<file path="config.mk">
export PLATFORM = sky130hd
export DESIGN_NAME = atlas_shelf_packer_top_flat
export DESIGN_NICKNAME = d
export VERILOG_FILES = /design/src/rtl/asp_pkg.sv /design/src/rtl/asp_if.sv /design/src/rtl/asp_ram.sv /design/src/rtl/atlas_shelf_packer_top.sv /design/src/flat_wrapper.sv
export SDC_FILE = /design/constraint.sdc
export NUM_CORES = 2
export LEC_CHECK = 0
export ABC_AREA = 0
export BUFFER_PORTS_ARGS = -buffer_cell sky130_fd_sc_hd__clkbuf_2
export CAP_MARGIN = 40
export CORE_MARGIN = 1.5
export CORE_UTILIZATION = 51
export DETAILED_ROUTE_END_ITERATION = 10
export MAX_ROUTING_LAYER = met4
export PLACE_DENSITY = 0.71
export REMOVE_ABC_BUFFERS = 1
export SETUP_SLACK_MARGIN = 0.02
export SLEW_MARGIN = 10
export SYNTH_ARGS = -nofsm -noshare
export SYNTH_HDL_FRONTEND = slang
export SYNTH_HIERARCHICAL = 1
export SYNTH_SLANG_ARGS = --single-unit
</file>
<file path="constraint.sdc">
create_clock -name clock -period 9.95 [get_ports clock]
set_clock_uncertainty 0.1 [all_clocks]
set_input_delay 1.99 -clock clock [delete_from_list [all_inputs] [get_ports clock]]
set_output_delay 1.99 -clock clock [all_outputs]
set_load 0.01 [all_outputs]
</file>
<file path="src/rtl/asp_pkg.sv">
package asp_pkg;

   // Coordinate and register width, fixed by the word format.
   localparam int unsigned COORD_W = 13;
   localparam int unsigned SUM_W = COORD_W + 1;
   localparam int unsigned MAX_SHELVES_DEF = 64;

   localparam logic [COORD_W-1:0] ATLAS_WIDTH_RST = COORD_W'(1024);
   localparam logic [COORD_W-1:0] ATLAS_HEIGHT_RST = COORD_W'(1024);

   localparam int unsigned CSR_IDX_W = 1;

   typedef enum logic [CSR_IDX_W-1:0] {
      CSR_ATLAS_WIDTH = 1'b0,
      CSR_ATLAS_HEIGHT = 1'b1
   } csr_index_type;

   typedef enum logic {
      KIND_PACK = 1'b0,
      KIND_CLEAR = 1'b1
   } kind_type;

   typedef enum logic {
      ST_IDLE,
      ST_SCAN
   } state_type;

endpackage

</file>
<file path="src/rtl/asp_if.sv">
interface asp_req_if;
   import asp_pkg::*;
   logic valid;
   logic ready;
   logic kind;
   logic [COORD_W-1:0] rect_width;
   logic [COORD_W-1:0] rect_height;
   modport source (output valid, kind, rect_width, rect_height, input ready);
   modport sink (input valid, kind, rect_width, rect_height, output ready);
endinterface

interface asp_rsp_if;
   import asp_pkg::*;
   logic valid;
   logic ready;
   logic ok;
   logic [COORD_W-1:0] place_x;
   logic [COORD_W-1:0] place_y;
   modport source (output valid, ok, place_x, place_y, input ready);
   modport sink (input valid, ok, place_x, place_y, output ready);
endinterface

interface asp_csr_if;
   import asp_pkg::*;
   logic valid;
   logic ready;
   logic [CSR_IDX_W-1:0] index;
   logic [COORD_W-1:0] data;
   modport source (output valid, index, data, input ready);
   modport sink (input valid, index, data, output ready);
endinterface

</file>
<file path="src/rtl/asp_ram.sv">
module asp_ram #(
   parameter int unsigned WIDTH = 8,
   parameter int unsigned DEPTH = 16
) (
   input  logic                                    clock,
   input  logic                                    wr_en,
   input  logic [((DEPTH > 1) ? $clog2(DEPTH) : 1)-1:0] wr_addr,
   input  logic [WIDTH-1:0]                        wr_data,
   input  logic [((DEPTH > 1) ? $clog2(DEPTH) : 1)-1:0] rd_addr,
   output logic [WIDTH-1:0]                        rd_data
);
   logic [WIDTH-1:0] mem_ff [DEPTH];
   logic [WIDTH-1:0] rd_data_ff;

   always_ff @(posedge clock) begin
      if (wr_en) begin
         mem_ff[wr_addr] <= wr_data;
      end
      rd_data_ff <= mem_ff[rd_addr];
   end

   assign rd_data = rd_data_ff;
endmodule

</file>
<file path="src/rtl/atlas_shelf_packer_top.sv">
// First-fit shelf packer for a texture atlas. A pack word walks the shelf table
// in order, one shelf per clock out of a single-port-read RAM, and is placed on
// the first shelf where it fits; otherwise a new shelf opens at the greatest
// shelf top plus the word's height. The scan of a pack ends at the first shelf
// that fits or at the last shelf in use; a clear word or a word wider than the
// atlas is answered without a scan. A new word is taken once the scan of the
// previous one is done and the output register is empty or being read in that
// cycle, so a held result stalls the request side. The user must write the atlas
// size registers through the csr port only while the block is idle; the block
// itself does not enforce this. Both reset to 1024.
module atlas_shelf_packer_top #(
   parameter int unsigned MAX_SHELVES = asp_pkg::MAX_SHELVES_DEF
) (
   input  logic    clock,
   input  logic    reset,
   asp_req_if.sink req_if,
   asp_rsp_if.source rsp_if,
   asp_csr_if.sink csr_if
);
   import asp_pkg::*;

   localparam int unsigned IDX_W = (MAX_SHELVES > 1) ? $clog2(MAX_SHELVES) : 1;
   localparam int unsigned CNT_W = $clog2(MAX_SHELVES + 1);
   localparam int unsigned ENTRY_W = 2 * COORD_W;

   state_type state_ff, state_in;
   logic [COORD_W-1:0] atlas_width_ff, atlas_height_ff;
   logic [CNT_W-1:0] shelf_count_ff, shelf_count_in;
   logic [CNT_W-1:0] chk_idx_ff, chk_idx_in;
   logic [SUM_W-1:0] max_y_ff, max_y_in;
   logic root_zero_ff, root_zero_in;
   logic [COORD_W-1:0] width_ff, width_in, height_ff, height_in;
   logic rsp_valid_ff, rsp_valid_in;
   logic rsp_ok_ff, rsp_ok_in;
   logic [COORD_W-1:0] rsp_x_ff, rsp_x_in, rsp_y_ff, rsp_y_in;

   logic ram_we;
   logic [IDX_W-1:0] ram_waddr, ram_raddr;
   logic [ENTRY_W-1:0] ram_wdata, ram_rdata;

   logic req_fire, rsp_fire, too_wide;
   logic [COORD_W-1:0] cur_top, cur_nx;
   logic [SUM_W-1:0] top_h, nx_w, cand_y;
   logic [SUM_W:0] new_bot;
   logic fits, last, table_full;
   logic [CNT_W-1:0] chk_next;

   asp_ram #(
      .WIDTH(ENTRY_W),
      .DEPTH(MAX_SHELVES)
   ) u_shelf_ram (
      .clock  (clock),
      .wr_en  (ram_we),
      .wr_addr(ram_waddr),
      .wr_data(ram_wdata),
      .rd_addr(ram_raddr),
      .rd_data(ram_rdata)
   );

   // A word may enter while the previous result is still held, provided it
   // drains in this cycle or the slot is empty; no scan produces a result
   // before the slot has freed up.
   assign req_if.ready = (state_ff == ST_IDLE) && (!rsp_valid_ff || rsp_if.ready);
   assign req_fire = req_if.valid && req_if.ready;
   assign rsp_fire = rsp_valid_ff && rsp_if.ready;
   assign too_wide = req_if.rect_width > atlas_width_ff;

   assign csr_if.ready = 1'b1;
   assign rsp_if.valid = rsp_valid_ff;
   assign rsp_if.ok = rsp_ok_ff;
   assign rsp_if.place_x = rsp_x_ff;
   assign rsp_if.place_y = rsp_y_ff;

   // Shelf 0 always sits at the top edge; its free x reads zero until the
   // first placement on it after reset or clear.
   assign cur_top = (chk_idx_ff == '0) ? '0 : ram_rdata[ENTRY_W-1:COORD_W];
   assign cur_nx = ((chk_idx_ff == '0) && root_zero_ff) ? '0 : ram_rdata[COORD_W-1:0];
   assign top_h = {1'b0, cur_top} + {1'b0, height_ff};
   assign nx_w = {1'b0, cur_nx} + {1'b0, width_ff};
   assign fits = (top_h <= {1'b0, atlas_height_ff}) && (nx_w <= {1'b0, atlas_width_ff});
   assign cand_y = (max_y_ff > top_h) ? max_y_ff : top_h;
   assign new_bot = {1'b0, cand_y} + {2'b00, height_ff};
   assign chk_next = chk_idx_ff + CNT_W'(1);
   assign last = (chk_next == shelf_count_ff);
   assign table_full = (shelf_count_ff == CNT_W'(MAX_SHELVES));

   always_comb begin
      state_in = state_ff;
      case (state_ff)
         ST_IDLE: begin
            if (req_fire && (req_if.kind == KIND_PACK) && !too_wide) begin
               state_in = ST_SCAN;
            end
         end
         ST_SCAN: begin
            if (fits || last) begin
               state_in = ST_IDLE;
            end
         end
         default: state_in = ST_IDLE;
      endcase
   end

   always_comb begin
      shelf_count_in = shelf_count_ff;
      chk_idx_in = chk_idx_ff;
      max_y_in = max_y_ff;
      root_zero_in = root_zero_ff;
      width_in = width_ff;
      height_in = height_ff;
      rsp_valid_in = rsp_valid_ff && !rsp_fire;
      rsp_ok_in = rsp_ok_ff;
      rsp_x_in = rsp_x_ff;
      rsp_y_in = rsp_y_ff;
      ram_we = 1'b0;
      ram_waddr = chk_idx_ff[IDX_W-1:0];
      ram_wdata = {cur_top, nx_w[COORD_W-1:0]};
      case (state_ff)
         ST_IDLE: begin
            if (req_fire) begin
               width_in = req_if.rect_width;
               height_in = req_if.rect_height;
               chk_idx_in = '0;
               max_y_in = '0;
               if (req_if.kind == KIND_CLEAR) begin
                  shelf_count_in = CNT_W'(1);
                  root_zero_in = 1'b1;
                  rsp_valid_in = 1'b1;
                  rsp_ok_in = 1'b1;
                  rsp_x_in = '0;
                  rsp_y_in = '0;
               end else if (too_wide) begin
                  rsp_valid_in = 1'b1;
                  rsp_ok_in = 1'b0;
                  rsp_x_in = '0;
                  rsp_y_in = '0;
               end
            end
         end
         ST_SCAN: begin
            chk_idx_in = chk_next;
            max_y_in = cand_y;
            if (fits) begin
               ram_we = 1'b1;
               if (chk_idx_ff == '0) begin
                  root_zero_in = 1'b0;
               end
               rsp_valid_in = 1'b1;
               rsp_ok_in = 1'b1;
               rsp_x_in = cur_nx;
               rsp_y_in = cur_top;
            end else if (last) begin
               rsp_valid_in = 1'b1;
               if (table_full || (new_bot > {2'b00, atlas_height_ff})) begin
                  rsp_ok_in = 1'b0;
                  rsp_x_in = '0;
                  rsp_y_in = '0;
               end else begin
                  ram_we = 1'b1;
                  ram_waddr = shelf_count_ff[IDX_W-1:0];
                  ram_wdata = {cand_y[COORD_W-1:0], width_ff};
                  shelf_count_in = chk_next + CNT_W'(1);
                  rsp_ok_in = 1'b1;
                  rsp_x_in = '0;
                  rsp_y_in = cand_y[COORD_W-1:0];
               end
            end
         end
         default: begin
         end
      endcase
   end

   assign ram_raddr = chk_idx_in[IDX_W-1:0];

   always_ff @(posedge clock) begin
      if (reset) begin
         state_ff <= ST_IDLE;
         atlas_width_ff <= ATLAS_WIDTH_RST;
         atlas_height_ff <= ATLAS_HEIGHT_RST;
         shelf_count_ff <= CNT_W'(1);
         root_zero_ff <= 1'b1;
         rsp_valid_ff <= 1'b0;
      end else begin
         state_ff <= state_in;
         shelf_count_ff <= shelf_count_in;
         root_zero_ff <= root_zero_in;
         rsp_valid_ff <= rsp_valid_in;
         if (csr_if.valid && csr_if.ready) begin
            case (csr_if.index)
               CSR_ATLAS_WIDTH: atlas_width_ff <= csr_if.data;
               CSR_ATLAS_HEIGHT: atlas_height_ff <= csr_if.data;
               default: begin
               end
            endcase
         end
      end
   end

   always_ff @(posedge clock) begin
      chk_idx_ff <= chk_idx_in;
      max_y_ff <= max_y_in;
      width_ff <= width_in;
      height_ff <= height_in;
      rsp_ok_ff <= rsp_ok_in;
      rsp_x_ff <= rsp_x_in;
      rsp_y_ff <= rsp_y_in;
   end

   a_count_range: assert property (@(posedge clock) disable iff (reset)
      (shelf_count_ff != '0) && (shelf_count_ff <= CNT_W'(MAX_SHELVES)))
      else $error("shelf count out of range");

   a_scan_in_table: assert property (@(posedge clock) disable iff (reset)
      (state_ff == ST_SCAN) |-> (chk_idx_ff < shelf_count_ff))
      else $error("scan index beyond shelf count");

   a_accept_progress: assert property (@(posedge clock) disable iff (reset)
      req_fire |=> (rsp_valid_ff || (state_ff == ST_SCAN)))
      else $error("accepted word neither answered nor scanning");

   a_write_in_scan: assert property (@(posedge clock) disable iff (reset)
      ram_we |-> ((state_ff == ST_SCAN) && rsp_valid_in))
      else $error("shelf write without a result");

   a_scan_no_overrun: assert property (@(posedge clock) disable iff (reset)
      (state_ff == ST_SCAN) |-> !(rsp_valid_ff && !rsp_fire && rsp_valid_in && (fits || last)))
      else $error("result slot busy at end of scan");
endmodule

</file>
<file path="src/flat_wrapper.sv">
// flat-port wrapper written by rule: the top's interface ports become plain ports
module atlas_shelf_packer_top_flat import asp_pkg::*;
#(
   parameter int unsigned MAX_SHELVES = asp_pkg::MAX_SHELVES_DEF
)
  (clock, reset, req_if_valid, req_if_kind, req_if_rect_width, req_if_rect_height, req_if_ready, rsp_if_valid, rsp_if_ok, rsp_if_place_x, rsp_if_place_y, rsp_if_ready, csr_if_valid, csr_if_index, csr_if_data, csr_if_ready);
  asp_req_if req_if_i ();
  asp_rsp_if rsp_if_i ();
  asp_csr_if csr_if_i ();
  input  logic clock;
  input  logic reset;
  input wire logic [$bits(req_if_i.valid)-1:0] req_if_valid;
  input wire logic [$bits(req_if_i.kind)-1:0] req_if_kind;
  input wire logic [$bits(req_if_i.rect_width)-1:0] req_if_rect_width;
  input wire logic [$bits(req_if_i.rect_height)-1:0] req_if_rect_height;
  output wire logic [$bits(req_if_i.ready)-1:0] req_if_ready;
  output wire logic [$bits(rsp_if_i.valid)-1:0] rsp_if_valid;
  output wire logic [$bits(rsp_if_i.ok)-1:0] rsp_if_ok;
  output wire logic [$bits(rsp_if_i.place_x)-1:0] rsp_if_place_x;
  output wire logic [$bits(rsp_if_i.place_y)-1:0] rsp_if_place_y;
  input wire logic [$bits(rsp_if_i.ready)-1:0] rsp_if_ready;
  input wire logic [$bits(csr_if_i.valid)-1:0] csr_if_valid;
  input wire logic [$bits(csr_if_i.index)-1:0] csr_if_index;
  input wire logic [$bits(csr_if_i.data)-1:0] csr_if_data;
  output wire logic [$bits(csr_if_i.ready)-1:0] csr_if_ready;
  assign req_if_i.valid = req_if_valid;
  assign req_if_i.kind = req_if_kind;
  assign req_if_i.rect_width = req_if_rect_width;
  assign req_if_i.rect_height = req_if_rect_height;
  assign req_if_ready = req_if_i.ready;
  assign rsp_if_valid = rsp_if_i.valid;
  assign rsp_if_ok = rsp_if_i.ok;
  assign rsp_if_place_x = rsp_if_i.place_x;
  assign rsp_if_place_y = rsp_if_i.place_y;
  assign rsp_if_i.ready = rsp_if_ready;
  assign csr_if_i.valid = csr_if_valid;
  assign csr_if_i.index = csr_if_index;
  assign csr_if_i.data = csr_if_data;
  assign csr_if_ready = csr_if_i.ready;
  atlas_shelf_packer_top #(.MAX_SHELVES(MAX_SHELVES)) u_core (.clock(clock), .reset(reset), .req_if(req_if_i), .rsp_if(rsp_if_i), .csr_if(csr_if_i));
endmodule
</file>
Yosys cells after proc, flatten, opt, wreduce, memory -nomap -nowiden
Memories as Yosys holds them, arrays and structs flattened. A register that Yosys moved wholly into a read port is not among the register bits.
Index checks and enable logic that the tools add are counted.
{"block": "op_classes", "n_addsub": 5, "multipliers": 0, "div": 0, "magnitude_cmp": 5, "eq_ne": 11, "shifts": 0, "n_mux": 57, "bitwise": 3, "reduce_logical": 21}
{"cell": "13-bit two-way mux", "n": 10}
{"cell": "26-bit two-way mux", "n": 4}
{"cell": "13-bit case mux with 2 select lines", "n": 2}
{"cell": "7-bit two-way mux", "n": 6}
{"cell": "13-bit by 13-bit adder with 14-bit output", "n": 2}
{"cell": "14-bit by 13-bit <= comparator with 1-bit output", "n": 2}
{"cell": "14-bit two-way mux", "n": 2}
{"cell": "14-bit case mux with 2 select lines", "n": 1}
{"cell": "7-bit case mux with 2 select lines", "n": 2}
{"cell": "6-bit two-way mux", "n": 4}
{"cell": "1-bit two-way mux", "n": 22}
{"cell": "14-bit by 13-bit adder with 15-bit output", "n": 1}
{"cell": "15-bit by 13-bit greater-than comparator with 1-bit output", "n": 1}
{"cell": "7-bit by 1-bit adder with 7-bit output, second input constant", "n": 2}
{"cell": "14-bit greater-than comparator", "n": 1}
{"cell": "13-bit greater-than comparator", "n": 1}
{"cell": "2-bit inequality test, second input constant", "n": 6}
{"cell": "1-bit logical AND", "n": 8}
{"cell": "1-bit case mux with 2 select lines", "n": 4}
{"cell": "7-bit equality test", "n": 1}
{"cell": "7-bit equality test, second input constant", "n": 1}
{"cell": "7-bit zero test", "n": 1}
{"cell": "2-bit AND reduction", "n": 3}
{"cell": "5-bit AND reduction", "n": 1}
{"cell": "8 further kinds", "n": 14}
{"block": "word_totals", "regBits": 110, "latchBits": 0, "ramBits": 1664, "romBits": 0, "inputBits": 46, "out_inout_bits": 30, "word_cells": 117, "n_memories": 1}
{"name": "u_core.u_shelf_ram.mem_ff", "words": 64, "word_bits": 26, "rd": 1, "rd_clocked_by_memory_dff": 1, "wr": 1, "line": "asp_ram.sv:12", "rtl": "logic [WIDTH-1:0] mem_ff [DEPTH];"}

Logic depth before layout (Yosys ltp)
{"block": "logic_depth", "depth_word": 14, "mapped_depth": 50}

Cells and area by module
Netlist, hierarchy kept.
{"mod": "asp_ram", "n_inst": 1, "cells_per_inst": 2841, "area_per_inst_um2": 64182.8, "seq_area_each_um2": 50488.4}
{"mod": "atlas_shelf_packer_top", "n_inst": 1, "cells_per_inst": 903, "area_per_inst_um2": 8279.2, "seq_area_each_um2": 2882.8}

Worst setup path before layout
No wires, ideal clock.
{"block": "synth_timing", "path_type": "reg2reg", "startpoint": "reg u_core.chk_idx_ff[0]", "endpoint": "mem u_core/u_shelf_ram/mem_ff[48][0] (netlist bit), enable pin", "setup_ns": 0.442, "t_arrival_ns": 10.382, "required_ns": 9.408, "setup_slack_ns": -0.973, "path_stages_with_launch": 51, "period_less_slack_ns": 10.923, "cell_sequence": "dfxtp_1 buf_2 inv_1 ha_1 nor4b_1 nand2_1 clkbuf_1 nand2_1 inv_1 ha_1 inv_1 fa_1 nor2b_1 o31a_1 o211ai_1 a21oi_1 o21a_1 nor3_1 (+15 left out) o21ai_0 a21oi_1 a21oi_1 nor2b_1 o31a_1 ha_1 nand2_1 nor4_1 o21ai_0 o21ai_0 and4bb_1 o211ai_2 buf_6 mux2_1 clkbuf_1 nor2b_1 nand4b_1 nor3_1"}
{"block": "synth_via", "elab_cells_between_ends": 26, "cone_classes": "add/sub: 4; order compare: 4; eq/ne: 1; mux: 13; reduce/logical: 4"}
{"element": "from (decl)", "line": "atlas_shelf_packer_top.sv:29", "rtl": "logic [CNT_W-1:0] chk_idx_ff, chk_idx_in;"}
{"element": "from (signal assigned)", "line": "atlas_shelf_packer_top.sv:201", "rtl": "chk_idx_ff <= chk_idx_in;"}
{"element": "7-bit zero test *", "line": "atlas_shelf_packer_top.sv:76", "rtl": "assign cur_top = (chk_idx_ff == '0) ? '0 : ram_rdata[ENTRY_W-1:COORD_W];"}
{"element": "13-bit two-way mux *", "line": "atlas_shelf_packer_top.sv:76"}
{"element": "13-bit by 13-bit adder with 14-bit output *", "line": "atlas_shelf_packer_top.sv:78", "rtl": "assign top_h = {1'b0, cur_top} + {1'b0, height_ff};"}
{"element": "14-bit greater-than comparator", "line": "atlas_shelf_packer_top.sv:81", "rtl": "assign cand_y = (max_y_ff > top_h) ? max_y_ff : top_h;"}
{"element": "14-bit two-way mux *", "line": "atlas_shelf_packer_top.sv:81"}
{"element": "named net u_core.cand_y[0]", "line": "atlas_shelf_packer_top.sv:43", "rtl": "logic [SUM_W-1:0] top_h, nx_w, cand_y;"}
{"element": "14-bit by 13-bit adder with 15-bit output *", "line": "atlas_shelf_packer_top.sv:82", "rtl": "assign new_bot = {1'b0, cand_y} + {2'b00, height_ff};"}
{"element": "15-bit by 13-bit greater-than comparator with 1-bit output *", "line": "atlas_shelf_packer_top.sv:154", "rtl": "if (table_full || (new_bot > {2'b00, atlas_height_ff})) begin"}
{"element": "1-bit logical OR *", "line": "atlas_shelf_packer_top.sv:154"}
{"element": "6-bit two-way mux *", "line": "atlas_shelf_packer_top.sv:154"}
{"element": "6-bit two-way mux *", "line": "atlas_shelf_packer_top.sv:152", "rtl": "end else if (last) begin"}
{"element": "6-bit two-way mux *", "line": "atlas_shelf_packer_top.sv:143", "rtl": "if (fits) begin"}
{"element": "6-bit two-way mux *", "line": "atlas_shelf_packer_top.sv:118", "rtl": "case (state_ff)"}
{"element": "named net u_core.ram_waddr[3]", "line": "atlas_shelf_packer_top.sv:38", "rtl": "logic [IDX_W-1:0] ram_waddr, ram_raddr;"}
{"element": "to (decl)", "line": "asp_ram.sv:12"}
The timed path passes the listed nets; every way through them passes the cells marked *.

Worst setup path after layout
{"block": "layout_timing", "startpoint": "reg u_core.chk_idx_ff[1]", "endpoint": "mem u_core/u_shelf_ram/mem_ff[30][4] (netlist bit), enable pin"}
The elaborated chain is that of the path after synthesis.

==> results by group <==
Clock tree
  – CTS Buf Count: 176
  – H-Tree Depth: 4
  – Max clock buf depth: 3
  – # clock sinks: 1800
  – Clk_lat worst skew: 0.82 ns
  – # hold bufs at CTS: 0
  – CTS tree: done
  – Root Driver: clkbuf_16
  – Clock Pin Slew Worst Setup and Hold Paths: 0.06 ns

Setup path
  – Worst R2R Path Depth: 43
  – CP endpoint: u_core/u_shelf_ram/mem_ff[30][4]$_DFFE_PP_
  – CP Launch Point: u_core/chk_idx_ff[1]$_DFF_P_
  – Reg-to-reg startpoint: u_core/chk_idx_ff[1]$_DFF_P_
  – Critical path type: reg2reg
  – FF-to-FF End: u_core/u_shelf_ram/mem_ff[30][4]$_DFFE_PP_
  – Required time worst endpoint: 10.36 ns
  – CP dominant cell by count: ha_1
  – R2r setup slk: 0.38 ns
  – Worst setup SP type: flop
  – CP peak stage delay: 0.44 ns
  – CP arrival: 9.98 ns
  – Crit Path Max Fanout: 13
  – Crit. End Element: flop
  – Worst path slowest cell: mux2_1

Routing
  – Pre-Repair DR Iteration Count: 6
  – Met1 Wirelength: 72.99 mm
  – Routed Antenna Nets: 0
  – Via Count: 37820
  – Drt wl/cell: around 30 um
  – Via density: 6.238
  – Met3 Wirelength: between 15 and 20 mm
  – Iteration-0 DRC Markers: 4653
  – Routed wire length: ~180 mm
  – Met2 wire length: 87.79 mm
  – Max Used Layer: met4
  – DRC: 0

Logic synthesis
  – Compound-gate portion of the synthesized area: under 10%
  – Post-synthesis async set-or-reset flop share: 0%
  – Synth Area in Simple Gates: 2.718%
  – Most used DFF post-synth: edfxtp_1
  – Register area share after synthesis: 73.65%
  – Synth Cell Area: 72460 um^2
  – Main combinational cell family by area after synthesis: multiplexers
  – Post-synth EDFFs: 1732
  – Adder-cell share of the synthesized area: 1.982%
  – Syn avg cell area: between 15 and 20 um^2
  – Ys Warns: 6
  – Mapped Cells: 3744
  – Mux share of post-synthesis cell area: 15.10%
  – Synth cell types: 70
  – Post-synthesis xor/xnor area fraction: less than 1%
  – Yosys reg bits: 1800

Placed design
  – Placer Congestion: 0.9768
  – Placement Cell Area: 77460 um^2
  – # port buffers: 74
  – Final HPWL DP: between 100 and 150 mm
  – Worst slack at placement: roughly 0.077 ns

Timing
  – Crit path time final: between 9 and 10 ns
  – Final setup viols: 0
  – Final slew viol count: 0
  – Least-Margin Pin Slew: between 0.9 and 1 ns
  – Slew HR: 38.33%
  – Max Freq: between 100 and 150 MHz
  – Final WS setup: 0.3833 ns
  – Hold Vio Cnt, Final: 0
  – Period utilization: 96.15%

Die
  – Die W: 379.9 um
  – Die Ht: 379.9 um
  – Placement Rows: ~140
  – # IOs: between 70 and 80
  – Die area: 144400 um^2
  – CORE AREA: 141200 um^2
  – Starting Density: 51.30%

Layout
  – Area Growth Syn to Fin: 15.40%
  – Net count, final: roughly 4200
  – Share of cells above drive strength 1: 25.28%
  – Most frequent cells in the layout: edfxtp_1, mux4_2, mux2i_1, clkbuf_16, ha_1
  – Filler instances: 10100
  – Final Instance Area: 83620 um^2
  – Commonest non-fill, non-tap cell in the layout: edfxtp_1
  – Final core occ: 59.20%

GRT
  – Gr usage total: 25.57%
  – Global-route wire length before repair: 259.2 mm
  – Vias in the first global route: roughly 37000
  – Pin count of the biggest net entering global routing: 134
  – Initial antenna violation count: 6
  – GRT overflow: 0

Power and ir drop
  – PD cells: 230.9 nW/um^2
  – Power Total: 19310 uW
  – Peak supply drop: 183.8 uV
  – Static Leak: 0.02653 uW

Outcome
  – Status: complete, no violations

Flow run
  – Total of max-cap violations: 0

Min path
  – Hold WC Path Type: reg2reg
state kept, by name (all words and copies together), names as in the netlist:
| register | flops |
|---|---|
| u_core/u_shelf_ram/mem_ff | 1664 |
| u_core/u_shelf_ram/rd_data | 26 |
| u_core/max_y_ff | 14 |
| u_core/atlas_height_ff | 13 |
| u_core/atlas_width_ff | 13 |
| u_core/height_ff | 13 |
| u_core/rsp_if.place_x | 13 |
| u_core/rsp_if.place_y | 13 |
| u_core/width_ff | 13 |
| u_core/chk_idx_ff | 7 |
| u_core/shelf_count_ff | 7 |
| u_core/root_zero_ff | 1 |
| u_core/rsp_if.ok | 1 |
| u_core/rsp_if.valid | 1 |
| u_core/state_ff | 1 |
critical path: cells and delay by family, from the launching register on:
kind                       cells  cell delay (ns)
and+or+nand+nor               15             2.79
AOI/OAI and AO/OA             13             2.68
adders and majority gates      5             1.41
xor gates and xnor gates       2             0.26
buffers and inverters          6             0.92
muxes                          2             0.72
DFF                            1             0.31
cells by family after synthesis:
logic type                 count (synthesis)
xor gates and xnor gates                  45
other                                      1
AOI/OAI and AO/OA                        462
DFF                                     1800
muxes                                    638
adders and majority gates                113
buffers and inverters                    270
and+or+nand+nor                          415
routing by layer:
layer / vias to the layer above / global-route usage [%]
met5: - / -
met4: 0 / 8.104
met3: 284 / 4.405
met2: 1839 / 39.39
met1: 19820 / 35.14
li1: 15870 / -
worst min-delay path by stage:
| stage | startpoint | end | slack, ns | cells past startpoint |
|---|---|---|---|---|
| floorplan | u_core/atlas_height_ff[11]$_SDFFE_PP0P_ | u_core/atlas_height_ff[11]$_SDFFE_PP0P_ | 0.33 | 2 |
| global placement | u_core/atlas_height_ff[2]$_SDFFE_PP0P_ | u_core/atlas_height_ff[2]$_SDFFE_PP0P_ | 0.34 | 2 |
| detailed placement | u_core/atlas_width_ff[8]$_SDFFE_PP0P_ | u_core/atlas_width_ff[8]$_SDFFE_PP0P_ | 0.35 | 2 |
| CTS | u_core/atlas_width_ff[8]$_SDFFE_PP0P_ | u_core/atlas_width_ff[8]$_SDFFE_PP0P_ | 0.36 | 2 |
| global route | u_core/atlas_width_ff[8]$_SDFFE_PP0P_ | u_core/atlas_width_ff[8]$_SDFFE_PP0P_ | 0.38 | 2 |
| finish | u_core/atlas_width_ff[8]$_SDFFE_PP0P_ | u_core/atlas_width_ff[8]$_SDFFE_PP0P_ | 0.36 | 2 |
synth_stat cells (all sizes together) (3+ instances only):
cell,instances,area [um^2]
o22ai,73,456.7
a2111oi,3,26.28
nand3b,7,52.55
xnor2,32,287.8
nor3,15,80.08
a31oi,46,302.8
ha,110,1376
o21bai,4,30.03
clkbuf,80,304.0
and3,24,150.1
or3b,3,26.28
buf,107,700.7
o31ai,18,135.1
a31o,3,26.28
a22oi,85,638.1
fa,3,60.06
mux4,362,8153
mux2i,257,2572
nor2,142,533.0
nand4b,3,26.28
a21oi,78,390.4
a21o,27,202.7
nand3,30,150.1
nor2b,16,100.1
o21ai,68,340.3
o211ai,7,57.55
a211oi,18,140.1
nor4,8,56.30
nand4,10,62.56
xor2,13,113.9
mux2,19,214.0
dfxtp,68,1361
nand2b,16,100.1
edfxtp,1732,52010
inv,83,311.6
o21a,14,105.1
and2,29,181.4
nand2,105,394.1
power breakdown:
part	leakage, uW	switching, uW	internal [uW]
logic	0.00748	2330	1290
clock network	0.00275	2820	3690
registers	0.0163	44.3	9140
total	0.0265	5190	14100
area by class of cell:
type / instances / area, um^2 / area share, %
clock inverter: 105 / 960.9 / 1.149
clock buffer: 218 / 4644 / 5.554
tap: 1890 / 2365 / 2.828
inverter: 83 / 311.5 / 0.3726
sequential: 1800 / 53370 / 63.83
timing repair buffer: 290 / 3445 / 4.119
antenna: 2 / 5.005 / 0.005985
multi-input combinational: 1674 / 18520 / 22.15
metrics by stage:
step	TNS, ns	hold WS (ns)	cells
floorplan	-4052.18	0.3303	3557
detailed placement	0	0.3500	5716
CTS	0	0.3573	6040
global route	-0.7035	0.3754	6061
finish	0	0.3555	6062
global placement	0	0.3449	5708
what timing repair did:
action	4_1_cts	5_1_grt
endpoints found under the setup margin	51	3335
resized for setup	1	67
setup buffers	1	11
pin swaps	1	24
gates cloned	0	8
(Power assumes the default switching activity.)
